File: src/sv/lru_page_replacement_core_macros.svh
// Assertion macros for the LRU page replacement core.
`ifndef LRU_PAGE_REPLACEMENT_CORE_MACROS_SVH
`define LRU_PAGE_REPLACEMENT_CORE_MACROS_SVH

// Property that must hold at every clock edge outside reset.
`define LPR_ASSERT(lbl, prop, msg) \
  lbl: assert property (@(posedge clk_i) disable iff (!rst_ni) (prop)) else $error(msg);

// Antecedent in one cycle implies consequent in the next.
`define LPR_ASSERT_NEXT(lbl, ante, cons, msg) \
  lbl: assert property (@(posedge clk_i) disable iff (!rst_ni) (ante) |=> (cons)) \
    else $error(msg);

`endif

File: src/sv/lpr_pkg.sv
// Shared constants and types of the LRU page replacement core.
`default_nettype none
package lpr_pkg;

  localparam int FRAMES    = 3;
  localparam int PAGE_BITS = 16;
  localparam int IDX_W     = 4;   // width of frame_used
  localparam int FAULT_W   = 32;  // width of fault_total
  localparam int FRAME_W   = (FRAMES > 1) ? $clog2(FRAMES) : 1;
  localparam int RANK_W    = $clog2(FRAMES + 1);  // ranks 0..FRAMES-1, plus FRAMES for a newly loaded frame

  typedef enum logic {
    ST_IDLE,
    ST_SCAN
  } state_e;

  // Lookup token carried from cell to cell.
  typedef struct packed {
    logic                 active;
    logic [PAGE_BITS-1:0] page;
    logic                 hit;
    logic [FRAME_W-1:0]   hit_idx;
    logic [RANK_W-1:0]    hit_rank;
    logic                 empty_found;
    logic [FRAME_W-1:0]   empty_idx;
    logic [FRAME_W-1:0]   victim_idx;
  } link_t;

  // Update broadcast to all cells once the lookup resolves.
  typedef struct packed {
    logic                 en;
    logic                 load;
    logic [FRAME_W-1:0]   idx;
    logic [RANK_W-1:0]    old_rank;
    logic [PAGE_BITS-1:0] page;
  } upd_t;

endpackage
`default_nettype wire

File: src/sv/lpr_if.sv
// Valid/ready channel interfaces for page references and replacement results.
`default_nettype none
interface lpr_req_if;
  logic                         valid;
  logic                         ready;
  logic [lpr_pkg::PAGE_BITS-1:0] page;

  modport source (output valid, output page, input ready);
  modport sink   (input valid, input page, output ready);
endinterface

interface lpr_rsp_if;
  logic                        valid;
  logic                        ready;
  logic                        hit;
  logic [lpr_pkg::IDX_W-1:0]   frame_used;
  logic [lpr_pkg::FAULT_W-1:0] fault_total;

  modport source (output valid, output hit, output frame_used, output fault_total,
                  input ready);
  modport sink   (input valid, input hit, input frame_used, input fault_total,
                  output ready);
endinterface
`default_nettype wire

File: src/sv/lru_page_replacement_core.sv
// LRU page replacement core: row of frame cells scanned by a lookup token.
// The token walks the cell registers one cell per cycle; result and frame update are
// registered as it leaves the last cell. A new reference waits until that lookup has
//   resolved and the result register has room.
// Reset: asynchronous, active low; clears valid bits, ranks, fault count and handshakes.
// Frame pages are not reset; they are read only behind their valid bit.
`default_nettype none
`include "lru_page_replacement_core_macros.svh"
module lru_page_replacement_core (
  input  wire logic clk_i,
  input  wire logic rst_ni,
  lpr_req_if.sink   req_i,
  lpr_rsp_if.source rsp_o
);

  lpr_pkg::state_e state_q, state_d;

  lpr_pkg::link_t  seed;
  lpr_pkg::link_t  chain [lpr_pkg::FRAMES];
  lpr_pkg::link_t  last;
  lpr_pkg::upd_t   upd;

  logic                        accept;
  logic                        resolve;
  logic [lpr_pkg::FRAME_W-1:0] sel_idx;
  logic [lpr_pkg::FAULT_W-1:0] fault_q, fault_d;

  logic                        rsp_valid_q;
  logic                        rsp_hit_q;
  logic [lpr_pkg::IDX_W-1:0]   rsp_frame_q;

  // Take a reference only with no lookup in flight and room in the result register
  // (a result being taken this cycle frees it).
  assign req_i.ready = (state_q == lpr_pkg::ST_IDLE) && (!rsp_valid_q || rsp_o.ready);
  assign accept      = req_i.valid && req_i.ready;

  // Token entering cell 0: nothing found yet.
  always_comb begin
    seed        = '0;
    seed.active = accept;
    seed.page   = req_i.page;
  end

  // Cell row; each cell registers the token before handing it on.
  for (genvar g = 0; g < lpr_pkg::FRAMES; g++) begin : g_cell
    lpr_pkg::link_t link_in;
    if (g == 0) begin : g_head
      assign link_in = seed;
    end else begin : g_body
      assign link_in = chain[g-1];
    end
    lpr_cell u_cell (
      .clk_i      (clk_i),
      .rst_ni     (rst_ni),
      .cell_idx_i (lpr_pkg::FRAME_W'(g)),
      .link_i     (link_in),
      .upd_i      (upd),
      .link_o     (chain[g])
    );
  end

  assign last    = chain[lpr_pkg::FRAMES-1];
  assign resolve = last.active;

  // Frame choice: hit frame, else lowest empty frame, else the oldest one.
  always_comb begin
    if (last.hit) begin
      sel_idx = last.hit_idx;
    end else if (last.empty_found) begin
      sel_idx = last.empty_idx;
    end else begin
      sel_idx = last.victim_idx;
    end
  end

  // Broadcast: chosen frame goes to rank 0; valid frames younger than its old
  // rank age by one. A newly loaded frame counts as older than every rank.
  always_comb begin
    upd.en       = resolve;
    upd.load     = !last.hit;
    upd.idx      = sel_idx;
    upd.old_rank = last.hit ? last.hit_rank : lpr_pkg::RANK_W'(lpr_pkg::FRAMES);
    upd.page     = last.page;
  end

  // Saturating fault counter.
  always_comb begin
    fault_d = fault_q;
    if (resolve && !last.hit && (fault_q != '1)) begin
      fault_d = fault_q + 1'b1;
    end
  end

  // Lookup sequencer.
  always_ff @(posedge clk_i or negedge rst_ni) begin
    if (!rst_ni) begin
      state_q <= lpr_pkg::ST_IDLE;
    end else begin
      state_q <= state_d;
    end
  end

  always_comb begin
    state_d = state_q;
    case (state_q)
      lpr_pkg::ST_IDLE: begin
        if (accept) begin
          state_d = lpr_pkg::ST_SCAN;
        end
      end
      lpr_pkg::ST_SCAN: begin
        if (resolve) begin
          state_d = lpr_pkg::ST_IDLE;
        end
      end
      default: state_d = lpr_pkg::ST_IDLE;
    endcase
  end

  // Result register; always free at resolve since accept required it free.
  always_ff @(posedge clk_i or negedge rst_ni) begin
    if (!rst_ni) begin
      rsp_valid_q <= 1'b0;
      fault_q     <= '0;
    end else begin
      fault_q <= fault_d;
      if (resolve) begin
        rsp_valid_q <= 1'b1;
      end else if (rsp_o.ready) begin
        rsp_valid_q <= 1'b0;
      end
    end
  end

  always_ff @(posedge clk_i) begin
    if (resolve) begin
      rsp_hit_q   <= last.hit;
      rsp_frame_q <= lpr_pkg::IDX_W'(sel_idx);
    end
  end

  assign rsp_o.valid      = rsp_valid_q;
  assign rsp_o.hit        = rsp_hit_q;
  assign rsp_o.frame_used = rsp_frame_q;
  // count moves only at resolve, which cannot happen while a result is pending
  assign rsp_o.fault_total = fault_q;

  `LPR_ASSERT(a_resolve_in_scan, !resolve || (state_q == lpr_pkg::ST_SCAN), "stray resolve")
  `LPR_ASSERT(a_rsp_free_at_resolve, !resolve || !rsp_valid_q, "result register overwritten")
  `LPR_ASSERT_NEXT(a_hit_no_fault, resolve && last.hit, fault_q == $past(fault_q), "hit counted")
  `LPR_ASSERT_NEXT(a_fault_monotone, !resolve, fault_q == $past(fault_q), "fault moved idle")

endmodule
`default_nettype wire

File: src/sv/lpr_cell.sv
// One frame cell: holds page, valid and rank, folds itself into the lookup token.
`default_nettype none
module lpr_cell (
  input  wire logic                        clk_i,
  input  wire logic                        rst_ni,
  input  wire logic [lpr_pkg::FRAME_W-1:0] cell_idx_i,
  input  wire lpr_pkg::link_t              link_i,
  input  wire lpr_pkg::upd_t               upd_i,
  output lpr_pkg::link_t                   link_o
);

  logic [lpr_pkg::PAGE_BITS-1:0] page_q;
  logic                          valid_q;
  logic [lpr_pkg::RANK_W-1:0]    rank_q;
  lpr_pkg::link_t                link_d, link_q;

  always_comb begin
    link_d = link_i;
    if (valid_q && (page_q == link_i.page) && !link_i.hit) begin
      link_d.hit      = 1'b1;
      link_d.hit_idx  = cell_idx_i;
      link_d.hit_rank = rank_q;
    end
    if (!valid_q && !link_i.empty_found) begin
      link_d.empty_found = 1'b1;
      link_d.empty_idx   = cell_idx_i;
    end
    // with every frame valid exactly one holds the oldest rank
    if (valid_q && (rank_q == lpr_pkg::RANK_W'(lpr_pkg::FRAMES - 1))) begin
      link_d.victim_idx = cell_idx_i;
    end
  end

  always_ff @(posedge clk_i or negedge rst_ni) begin
    if (!rst_ni) begin
      link_q  <= '0;
      valid_q <= 1'b0;
      rank_q  <= '0;
    end else begin
      link_q <= link_d;
      if (upd_i.en) begin
        if (upd_i.idx == cell_idx_i) begin
          valid_q <= 1'b1;
          rank_q  <= '0;
        end else if (valid_q && (rank_q < upd_i.old_rank)) begin
          rank_q <= rank_q + 1'b1;
        end
      end
    end
  end

  // page store: meaningful only while valid_q is set
  always_ff @(posedge clk_i) begin
    if (upd_i.en && upd_i.load && (upd_i.idx == cell_idx_i)) begin
      page_q <= upd_i.page;
    end
  end

  assign link_o = link_q;

endmodule
`default_nettype wire
File: src/flat_wrapper.sv
// flat-port wrapper written by rule: the top's interface ports become plain ports
module lru_page_replacement_core_flat 
  (clk_i, rst_ni, req_i_valid, req_i_page, req_i_ready, rsp_o_valid, rsp_o_hit, rsp_o_frame_used, rsp_o_fault_total, rsp_o_ready);
  lpr_req_if req_i_i ();
  lpr_rsp_if rsp_o_i ();
  input  wire logic clk_i;
  input  wire logic rst_ni;
  input wire logic [$bits(req_i_i.valid)-1:0] req_i_valid;
  input wire logic [$bits(req_i_i.page)-1:0] req_i_page;
  output wire logic [$bits(req_i_i.ready)-1:0] req_i_ready;
  output wire logic [$bits(rsp_o_i.valid)-1:0] rsp_o_valid;
  output wire logic [$bits(rsp_o_i.hit)-1:0] rsp_o_hit;
  output wire logic [$bits(rsp_o_i.frame_used)-1:0] rsp_o_frame_used;
  output wire logic [$bits(rsp_o_i.fault_total)-1:0] rsp_o_fault_total;
  input wire logic [$bits(rsp_o_i.ready)-1:0] rsp_o_ready;
  assign req_i_i.valid = req_i_valid;
  assign req_i_i.page = req_i_page;
  assign req_i_ready = req_i_i.ready;
  assign rsp_o_valid = rsp_o_i.valid;
  assign rsp_o_hit = rsp_o_i.hit;
  assign rsp_o_frame_used = rsp_o_i.frame_used;
  assign rsp_o_fault_total = rsp_o_i.fault_total;
  assign rsp_o_i.ready = rsp_o_ready;
  lru_page_replacement_core u_core (.clk_i(clk_i), .rst_ni(rst_ni), .req_i(req_i_i), .rsp_o(rsp_o_i));
endmodule
File: config.mk
export PLATFORM = sky130hd
export DESIGN_NAME = lru_page_replacement_core_flat
export DESIGN_NICKNAME = d
export VERILOG_FILES = /design/src/sv/lpr_pkg.sv /design/src/sv/lpr_if.sv /design/src/sv/lru_page_replacement_core.sv /design/src/sv/lpr_cell.sv /design/src/flat_wrapper.sv
export VERILOG_INCLUDE_DIRS = /design/src /design/src/sv
export SDC_FILE = /design/constraint.sdc
export NUM_CORES = 1
export LEC_CHECK = 0
export CORE_ASPECT_RATIO = 1.1
export CORE_MARGIN = 4
export CORE_UTILIZATION = 55
export CTS_CLUSTER_SIZE = 28
export DETAILED_ROUTE_END_ITERATION = 10
export DONT_BUFFER_PORTS = 1
export GPL_TIMING_DRIVEN = 0
export PLACE_DENSITY = 0.81
export SYNTH_ARGS = -nofsm -noshare
export SYNTH_HDL_FRONTEND = slang
export SYNTH_SLANG_ARGS = --single-unit
File: constraint.sdc
create_clock -name clk_i -period 4.1 [get_ports clk_i]
set_clock_uncertainty 0.15 [all_clocks]
set_input_delay 0.41 -clock clk_i [delete_from_list [all_inputs] [get_ports clk_i]]
set_output_delay 0.41 -clock clk_i [all_outputs]
set_load 0.05 [all_outputs]
==> out/results.ini, run 1 <==
[status]
status=finished, final reports clean

[critical_path]
path_class=reg -> reg
cp-startpoint=u_core.g_cell[2].u_cell.link_o[9]
crit_path_start_kind=register
r2r.worst_path.cells=6
r2r_slack_ns=1.39
required_ns=3.99
reg2reg_to=u_core.g_cell[0].u_cell.page_q[7]
critPathSlowestCell=nor2_2
crit_path_end_kind=register
regToRegStartpoint=u_core.g_cell[2].u_cell.link_o[9]
path_cells=clkbuf_1 > o21a_1 > inv_1 > nor2_1 > nand2_1 > nor2_2
endpoint=u_core.g_cell[0].u_cell.page_q[7]
critPathMaxStageDelay_ns=0.75
cp_max_fo=16
cp.arrival_ns=2.59

[timing]
rsz0062_at_grt=no
finalHoldViolCount=0
fmaxAchievable_mhz=369
drv_slew=0
final.period_utilization_pct=66.0
slew-limit-headroom_pct=27.0
worstMarginPinSlew_ns=1.10
fin_setup_tns_ns=0
fin_crit_ns=2.71
setup_violations=0
worst_slack_ns=1.39

[power]
powerDensity_nw_per_um2=591
power_frac_clock_pct=37.7
peakVddDrop_mv=0.347
switchingPower_mw=1.22
swShare_pct=28.3
seqPwrFrac_pct=51.2
finalPower_mw=4.32
internal_power_mw=3.10
pwr-share-comb_pct=11.1
p_leak_nw=3.07

[die]
coreArea_um2=11000
die_area_um2=13200
rows=40
die_h_um=120
ios=59
die_w_um=110
initial_core_util_pct=56.9

[synth]
synth_edf_count=51
ys.warnings.count=0
synth-compound-area-share_pct=3.20
syn_inst=427
muxShareOfSynthArea_pct=1.22
seq_area_frac_synth_pct=70.4
synth_top_family_by_area=simple AND/OR/NAND/NOR gates
syn_area_um2=6260
avgSynthCellArea_um2=14.7
synthAdderAreaFrac_pct=1.20
synth-xor-area-share_pct=10.9
synth-main-ff-cell=dfrtp_1
synthArstFlopShare_pct=69.3
yosysUniqueCellTypes=41
synth-seq-cells=166
synth-simple-area-share_pct=11.7

[detailed_routing]
wl_per_cell_um=18.2
dr.pass1.iters=5
vias_per_cell=5.54
via_count=3481
drtIter0Drc=208
wl_mm=11.5
drcViolationCount=0
final_antenna_net_count=0

[global_route]
first_global_vias=3649
grt_pass1_wl_mm=18.7
overflow=0
grt_usage_pct=19.0
antenna_found_initial=0
grt_max_degree=116

[cts]
clk_pin_slew_ns=0.06
hold_buffers=19
cts_setup_buffers=0
cts_resized=0
root_buffer=clkbuf_16
insertion_delay_ns=0.42
clockBufferDepth=2
cts_tree=done
cts_max_level=4
cts_sinks=166
cts_made_buffers=17

[job]
maxCapViolations=0

[placed_design]
finalWeightedCongestion=0.767
dp_slack_ns=1.44
dp_cells=577
dpl.hpwl_mm=7.26
port_buffers=0

[finish]
antennaDiodeCount=0
seqCellArea_um2=4410
multi_input_area_um2=1790
fill_cells=765
drive_gt1_share_pct=11.9
stdcell_count=628
syn_to_final_growth_pct=16.7
fin_nets=494

[worst_hold_path]
holdCritPathClass=in -> reg

logic make-up (layout without fill, tap and decap cells):
kind of cell | Yosys count | count (layout)
adder cells (fa/ha/maj) | 6 | 6
multiplexers | 7 | 7
flip-flops | 166 | 166
AO/OA/AOI/OAI | 27 | 27
XOR/XNOR | 78 | 78
other | 1 | 2
AND/OR/NAND/NOR | 126 | 126
buffers and inverters | 16 | 69
cells in the final DEF (no fill, tap or decap), types with 3 or more instances in the layout:
cell type      instances
nand3b_1               3
nand2_1               26
ha_1                   6
buf_4                  3
inv_1                  9
o21bai_1               5
and2_1                 8
nor2_2                 3
o21ai_0                7
nand4_1               14
o21a_1                 3
clkbuf_1               3
bufinv_16              3
dlygate4sd3_1         18
mux2_2                 5
nor4_1                11
inv_6                  5
and4_1                 5
nand3_1               17
clkinv_2               3
nand2b_1               3
clkbuf_16             17
edfxtp_1              51
nor3_1                 9
xor2_1                42
and3_1                 6
nor2b_1                6
nor2_1                 8
xnor2_1               36
dfrtp_1              115
power by group through the flow:
stage          clock network, mW  logic (mW)  registers [mW]
5_1_grt                     1.73       0.540            2.24
4_1_cts                     1.67       0.483            2.21
3_3_place_gp                   0       0.405            2.23
3_5_place_dp                   0       0.436            2.24
2_1_floorplan                  0       0.328            2.19
6_report                    1.63       0.478            2.21
routing by layer:
| layer | vias up | part of all wire (%) | track usage (%) |
|---|---|---|---|
| li1 | 1585 | - | - |
| met1 | 1764 | 41 | 24.2 |
| met4 | 0 | 1.4 | 7.72 |
| met2 | 119 | 51 | 30.3 |
| met5 | - | 0 | 0 |
| met3 | 13 | 7.1 | 5.81 |
worst max-delay path, delay by kind of cell, from the launching register on:
family	cells	cell delay (ns)
simple gates	3	1.16
buf+inv	2	0.44
flops	1	0.35
compound gates	1	0.24
synthesized netlist by cell type (2+ instances only):
master | instances | share of area, %
nand4_1 | 14 | 1.4
buf_4 | 3 | 0.36
nor4_2 | 2 | 0.40
o21bai_1 | 5 | 0.60
nand2_1 | 26 | 1.6
nor3_1 | 9 | 0.72
dfrtp_1 | 115 | 46
mux2_2 | 5 | 0.90
nand2b_1 | 3 | 0.30
edfxtp_1 | 51 | 24
nor4_4 | 2 | 0.68
and3_1 | 6 | 0.60
xnor2_1 | 36 | 5.0
clkbuf_1 | 2 | 0.12
nor2b_1 | 6 | 0.60
nand4_2 | 2 | 0.40
o21a_1 | 3 | 0.36
ha_1 | 6 | 1.2
nand3b_1 | 3 | 0.36
nand3_1 | 17 | 1.4
o21ai_0 | 7 | 0.56
inv_1 | 9 | 0.54
and2_1 | 8 | 0.80
nor4_1 | 11 | 1.1
a32oi_1 | 2 | 0.28
a21oi_1 | 2 | 0.16
and4_1 | 5 | 0.70
nor2_1 | 11 | 0.66
a21o_1 | 2 | 0.24
mux2i_1 | 2 | 0.32
xor2_1 | 42 | 5.9
worst min path at each step:
stage | end | cells after the start | startpoint | slack [ns]
final | u_core.rsp_o.valid | 2 | rsp_o_ready | 0.04
after detailed placement | u_core.rsp_o.fault_total[24] | 0 | rst_ni | -0.03
after floorplan | u_core.g_cell[0].u_cell.link_o[10] | 0 | rst_ni | -0.04
after CTS | u_core.rsp_o.valid | 2 | rsp_o_ready | 0.03
after global placement | u_core.rsp_o.fault_total[24] | 0 | rst_ni | -0.03
after global routing | u_core.rsp_o.valid | 2 | rsp_o_ready | 0.06
final cells by class:
| class | count | area share, % |
|---|---|---|
| sequential | 166 | 60.3 |
| multi-input combinational | 246 | 24.4 |
| clock buffer | 19 | 6.06 |
| timing repair buffer | 21 | 3.25 |
| tap | 147 | 2.52 |
| clock inverter | 13 | 2.29 |
| buffer | 7 | 0.634 |
| inverter | 9 | 0.462 |
per-stage QoR:
stage | util, % | area, µm² | hold WS, ns
2_1_floorplan | - | 6270 | -0.0356
3_3_place_gp | 58.6 | 6450 | -0.0322
3_5_place_dp | 58.9 | 6490 | -0.0314
4_1_cts | 66.4 | 7310 | 0.0279
5_1_grt | 66.4 | 7310 | 0.0641
6_report | 66.4 | 7310 | 0.0384
flip-flops by register name (all words and copies together), names as in the netlist, 2 cells and up:
register,count
u_core.g_cell.u_cell.rank_q,6
u_core.rsp_o.fault_total,32
u_core.g_cell.u_cell.link_o,72
u_core.g_cell.u_cell.page_q,48
u_core.rsp_o.frame_used,2
u_core.g_cell.u_cell.valid_q,3
No activity file was read; power rests on OpenSTA's default activity.
==> inputs of run 2 (changes only) <==
--- a/config.mk
+++ b/config.mk
@@ -13,7 +13,7 @@
 export DETAILED_ROUTE_END_ITERATION = 10
 export DONT_BUFFER_PORTS = 1
 export GPL_TIMING_DRIVEN = 0
-export PLACE_DENSITY = 0.81
+export PLACE_DENSITY = 0.84
 export SYNTH_ARGS = -nofsm -noshare
 export SYNTH_HDL_FRONTEND = slang
 export SYNTH_SLANG_ARGS = --single-unit
==> constraint.sdc (replaced) <==
create_clock -name clk_i -period 2.4 [get_ports clk_i]
set_clock_uncertainty 0.15 [all_clocks]
set_input_delay 0.24 -clock clk_i [delete_from_list [all_inputs] [get_ports clk_i]]
set_output_delay 0.24 -clock clk_i [all_outputs]
set_load 0.05 [all_outputs]
==> out/results.ini, run 2 (synthesis results as in run 1) <==
[finish]
drive_gt1_share_pct=17.3
final_area_um2=7370
antennaDiodeCount=0
largest_register_ffs=72
fin_nets=494
syn_to_final_growth_pct=17.7
layout_commonest_cell=dfrtp_1
fill_cells=751
layout_common_cells=dfrtp_1, edfxtp_1, xor2_1

[placed_design]
dp_slack_ns=-0.297
finalWeightedCongestion=0.766
dpl.hpwl_mm=7.30
place_area_um2=6490
port_buffers=0

[critical_path]
critPathBufInv=0
path_cells=a21oi_1
cp_top_family=compound AO/OA/AOI/OAI gates
path_class=reg -> out
r2r_slack_ns=0.08
critPathSlowestCell=a21oi_1
crit_path_end_kind=primary output
required_ns=2.01
cp.arrival_ns=1.93
reg2reg_to=u_core.g_cell[2].u_cell.link_o[5]
critPathMaxStageDelay_ns=0.94
cp_max_fo=3
regToRegStartpoint=u_core.g_cell[1].u_cell.link_o[22]
r2r.worst_path.cells=5
crit_path_start_kind=register

[power]
peakVddDrop_mv=0.698
p_leak_nw=3.03
powerDensity_nw_per_um2=1010
finalPower_mw=7.47

[die]
rows=40
die_area_um2=13200
die_w_um=110
coreArea_um2=11000
die_h_um=120
initial_core_util_pct=56.9
ios=59

[status]
status=complete, but fails checks
violations=negative hold slack

[global_route]
overflow=0
antenna_found_initial=0
grt_pass1_wl_mm=19.2
grt_max_degree=116
first_global_vias=3764
grt_usage_pct=19.6

[detailed_routing]
final_antenna_net_count=0
via_count=3486
drtIter0Drc=220
drcViolationCount=0
wl_per_cell_um=19.3
vias_per_cell=5.55
wl_mm=12.1
dr.pass1.iters=4

[timing]
fin_crit_ns=2.32
slew-limit-headroom_pct=28.1
setup_violations=0
whs_ns=-0.643
drv_slew=0
worst_slack_ns=0.0800
worstMarginPinSlew_ns=1.08
fmaxAchievable_mhz=431
final.period_utilization_pct=96.7
finalHoldViolCount=115
rsz0062_at_grt=no

[cts]
cts_made_buffers=17
root_buffer=clkbuf_16
clk_pin_slew_ns=0.07
hold_buffers=18
clockBufferDepth=2
cts_tree=done
cts_max_level=4
cts_sinks=166
insertion_delay_ns=0.43

[job]
maxCapViolations=0

[worst_hold_path]
holdCritPathClass=in -> async

[run 2: stage by stage]
stage	instances	setup TNS, ns	util (%)
2_1_floorplan	428	0	-
3_3_place_gp	575	-26.19	58.6
3_5_place_dp	577	-5.05	58.9
4_1_cts	628	0	66.7
5_1_grt	628	0	67.0
6_report	628	0	67.0
[run 2: worst max path at each step]
stage	start	endpoint	slack [ns]	depth (start not counted)
final	u_core.rsp_o.valid	req_i_ready	0.08	1
after detailed placement	u_core.g_cell[2].u_cell.link_o[9]	u_core.g_cell[0].u_cell.page_q[0]	-0.30	6
after CTS	u_core.rsp_o.fault_total[2]	u_core.rsp_o.fault_total[31]	0.01	7
after global routing	u_core.rsp_o.fault_total[1]	u_core.rsp_o.fault_total[26]	0.001	6
after floorplan	u_core.g_cell[2].u_cell.link_o[9]	u_core.g_cell[0].u_cell.page_q[0]	0.09	7
after global placement	u_core.g_cell[2].u_cell.link_o[9]	u_core.g_cell[0].u_cell.page_q[4]	-0.70	6
[run 2: area by class of cell]
class	count	area, µm²	area share (%)
plain buffers	7	46.3	0.628
clock buffers	17	425	5.77
clock inverters	15	208	2.82
inverters	9	33.8	0.458
multi-input cells	246	1810	24.5
flip-flops and latches	166	4440	60.2
well taps	147	184	2.49
repair buffers	21	230	3.12
[run 2: layer usage]
layer / vias up / global-route usage (%) / wire, µm
met1: 1762 / 22.2 / 4700
met2: 118 / 32.3 / 6230
met3: 23 / 9.14 / 923
met5: - / 0 / 0
met4: 0 / 6.94 / 250
li1: 1583 / - / -
[run 2: report_power, final]
| part | total [mW] | leakage, nW | internal, mW | switching (mW) |
|---|---|---|---|---|
| sequential | 3.80 | 1.88 | 3.30 | 0.500 |
| clock | 2.85 | 0.306 | 1.60 | 1.25 |
| combinational | 0.813 | 0.843 | 0.332 | 0.481 |
[run 2: timing repair]
| item | 4_1_cts | 5_1_grt |
|---|---|---|
| setup buffers | 1 | 0 |
| pin swaps | 1 | 0 |
| resized for setup | 8 | 18 |
| endpoints found under the setup margin | 35 | 21 |
| hold endpoints to repair | 135 | 115 |
| gates cloned | 0 | 0 |
==> inputs of run 3 (changes only) <==
--- a/config.mk
+++ b/config.mk
@@ -6,6 +6,7 @@
 export SDC_FILE = /design/constraint.sdc
 export NUM_CORES = 1
 export LEC_CHECK = 0
+export CAP_MARGIN = 5
 export CORE_ASPECT_RATIO = 1.1
 export CORE_MARGIN = 4
 export CORE_UTILIZATION = 55
@@ -13,7 +14,7 @@
 export DETAILED_ROUTE_END_ITERATION = 10
 export DONT_BUFFER_PORTS = 1
 export GPL_TIMING_DRIVEN = 0
-export PLACE_DENSITY = 0.84
+export PLACE_DENSITY = 0.73
 export SYNTH_ARGS = -nofsm -noshare
 export SYNTH_HDL_FRONTEND = slang
 export SYNTH_SLANG_ARGS = --single-unit
==> out/results.ini, run 3 (synthesis results as in run 1) <==
[status]
status=complete, but fails checks
violations=negative hold slack

[finish]
fin_nets=494
seqCellArea_um2=4440
layout_common_cells=dfrtp_1, edfxtp_1, xor2_1
layout_commonest_cell=dfrtp_1
drive_gt1_share_pct=16.6
multi_input_area_um2=1800
antennaDiodeCount=0
largest_register_ffs=72
fin_util_pct=66.3
fill_cells=778
syn_to_final_growth_pct=16.5

[critical_path]
crit_path_end_kind=primary output
crit_path_start_kind=register
r2r_slack_ns=0.12
cp_top_family=compound AO/OA/AOI/OAI gates
cp-startpoint=u_core.rsp_o.valid
critPathMaxStageDelay_ns=0.94
path_cells=a21oi_1
path_class=reg -> out
cp.arrival_ns=1.92
critPathSlowestCell=a21oi_1
regToRegStartpoint=u_core.g_cell[1].u_cell.link_o[16]
critPathBufInv=0
reg2reg_to=u_core.g_cell[2].u_cell.link_o[5]
r2r.worst_path.cells=5
cp_max_fo=3
required_ns=2.01

[placed_design]
dpl.hpwl_mm=7.47
finalWeightedCongestion=0.754
port_buffers=0

[detailed_routing]
drcViolationCount=0
via_count=3439
vias_per_cell=5.48
drtIter0Drc=206
wl_per_cell_um=18.4
wl_mm=11.5
dr.pass1.iters=4
final_antenna_net_count=0

[die]
ios=59
rows=40
coreArea_um2=11000
initial_core_util_pct=56.9
die_h_um=120
die_w_um=110
die_area_um2=13200

[power]
p_leak_nw=3.00
finalPower_mw=7.17
powerDensity_nw_per_um2=983
peakVddDrop_mv=0.554

[cts]
clk_pin_slew_ns=0.07
clockBufferDepth=2
cts_setup_buffers=0
root_buffer=clkbuf_16
cts_made_buffers=17
cts_sinks=166
insertion_delay_ns=0.42
cts_tree=done
cts_max_level=4
hold_buffers=18

[timing]
final.period_utilization_pct=96.3
slew-limit-headroom_pct=27.9
drv_slew=0
fmaxAchievable_mhz=432
setup_violations=0
fin_crit_ns=2.31
rsz0062_at_grt=no
worstMarginPinSlew_ns=1.08
whs_ns=-0.638
finalHoldViolCount=115

[global_route]
grt_pass1_wl_mm=19.1
antenna_found_initial=0
overflow=0
first_global_vias=3784
grt_usage_pct=19.3
grt_max_degree=116

[worst_hold_path]
holdCritPathClass=in -> async

[job]
maxCapViolations=0

-- run 3: cell types whose count changed in the layout (fill, tap and decap cells not counted), sizes merged --
cell	delta
clkinv	-1
clkinvlp	+1
inv	-2
clkbuf	+3
bufinv	-1
-- run 3: cell type report --
type,count,share of cell area [%]
Sequential cell,166,60.8
Multi-Input combinational cell,246,24.7
Clock buffer,20,6.12
Timing Repair Buffer,21,3.09
Tap cell,147,2.52
Clock inverter,12,1.65
Buffer,7,0.635
Inverter,9,0.463
-- run 3: worst max path at each step --
stage,endpoint,depth (start not counted),slack [ns]
2_1_floorplan,u_core.g_cell[0].u_cell.page_q[0],7,0.09
3_3_place_gp,u_core.g_cell[0].u_cell.page_q[9],6,-0.73
3_5_place_dp,u_core.rsp_o.fault_total[26],6,-0.07
4_1_cts,u_core.rsp_o.fault_total[29],5,0.003
5_1_grt,req_i_ready,1,0.007
6_report,req_i_ready,1,0.09
-- run 3: power by group --
group | internal [mW] | switching (mW) | total, mW
combinational | 0.320 | 0.476 | 0.796
sequential | 3.30 | 0.473 | 3.78
clock | 1.47 | 1.12 | 2.60
-- run 3: routing by layer --
layer / track usage (%) / part of all wire, % / vias to the layer above
li1: - / - / 1583
met4: 5.30 / 1.0 / 0
met5: 0 / 0 / -
met1: 23.1 / 41 / 1764
met2: 32.5 / 52 / 80
met3: 7.26 / 6.3 / 12
-- run 3: stage by stage --
step	worst slack, ns	area, µm²	TNS (ns)	cells
finish	0.0877	7290	0	628
global route	0.00674	7290	0	628
CTS	0.00290	7260	0	628
detailed placement	-0.0664	6500	-0.258	578
global placement	-0.729	6450	-29.97	575
floorplan	0.0876	6270	0	428
-- run 3: timing repair --
item	CTS	global route
resized for setup	5	19
gates cloned	0	0
hold endpoints to repair	135	115
endpoints found under the setup margin	14	23
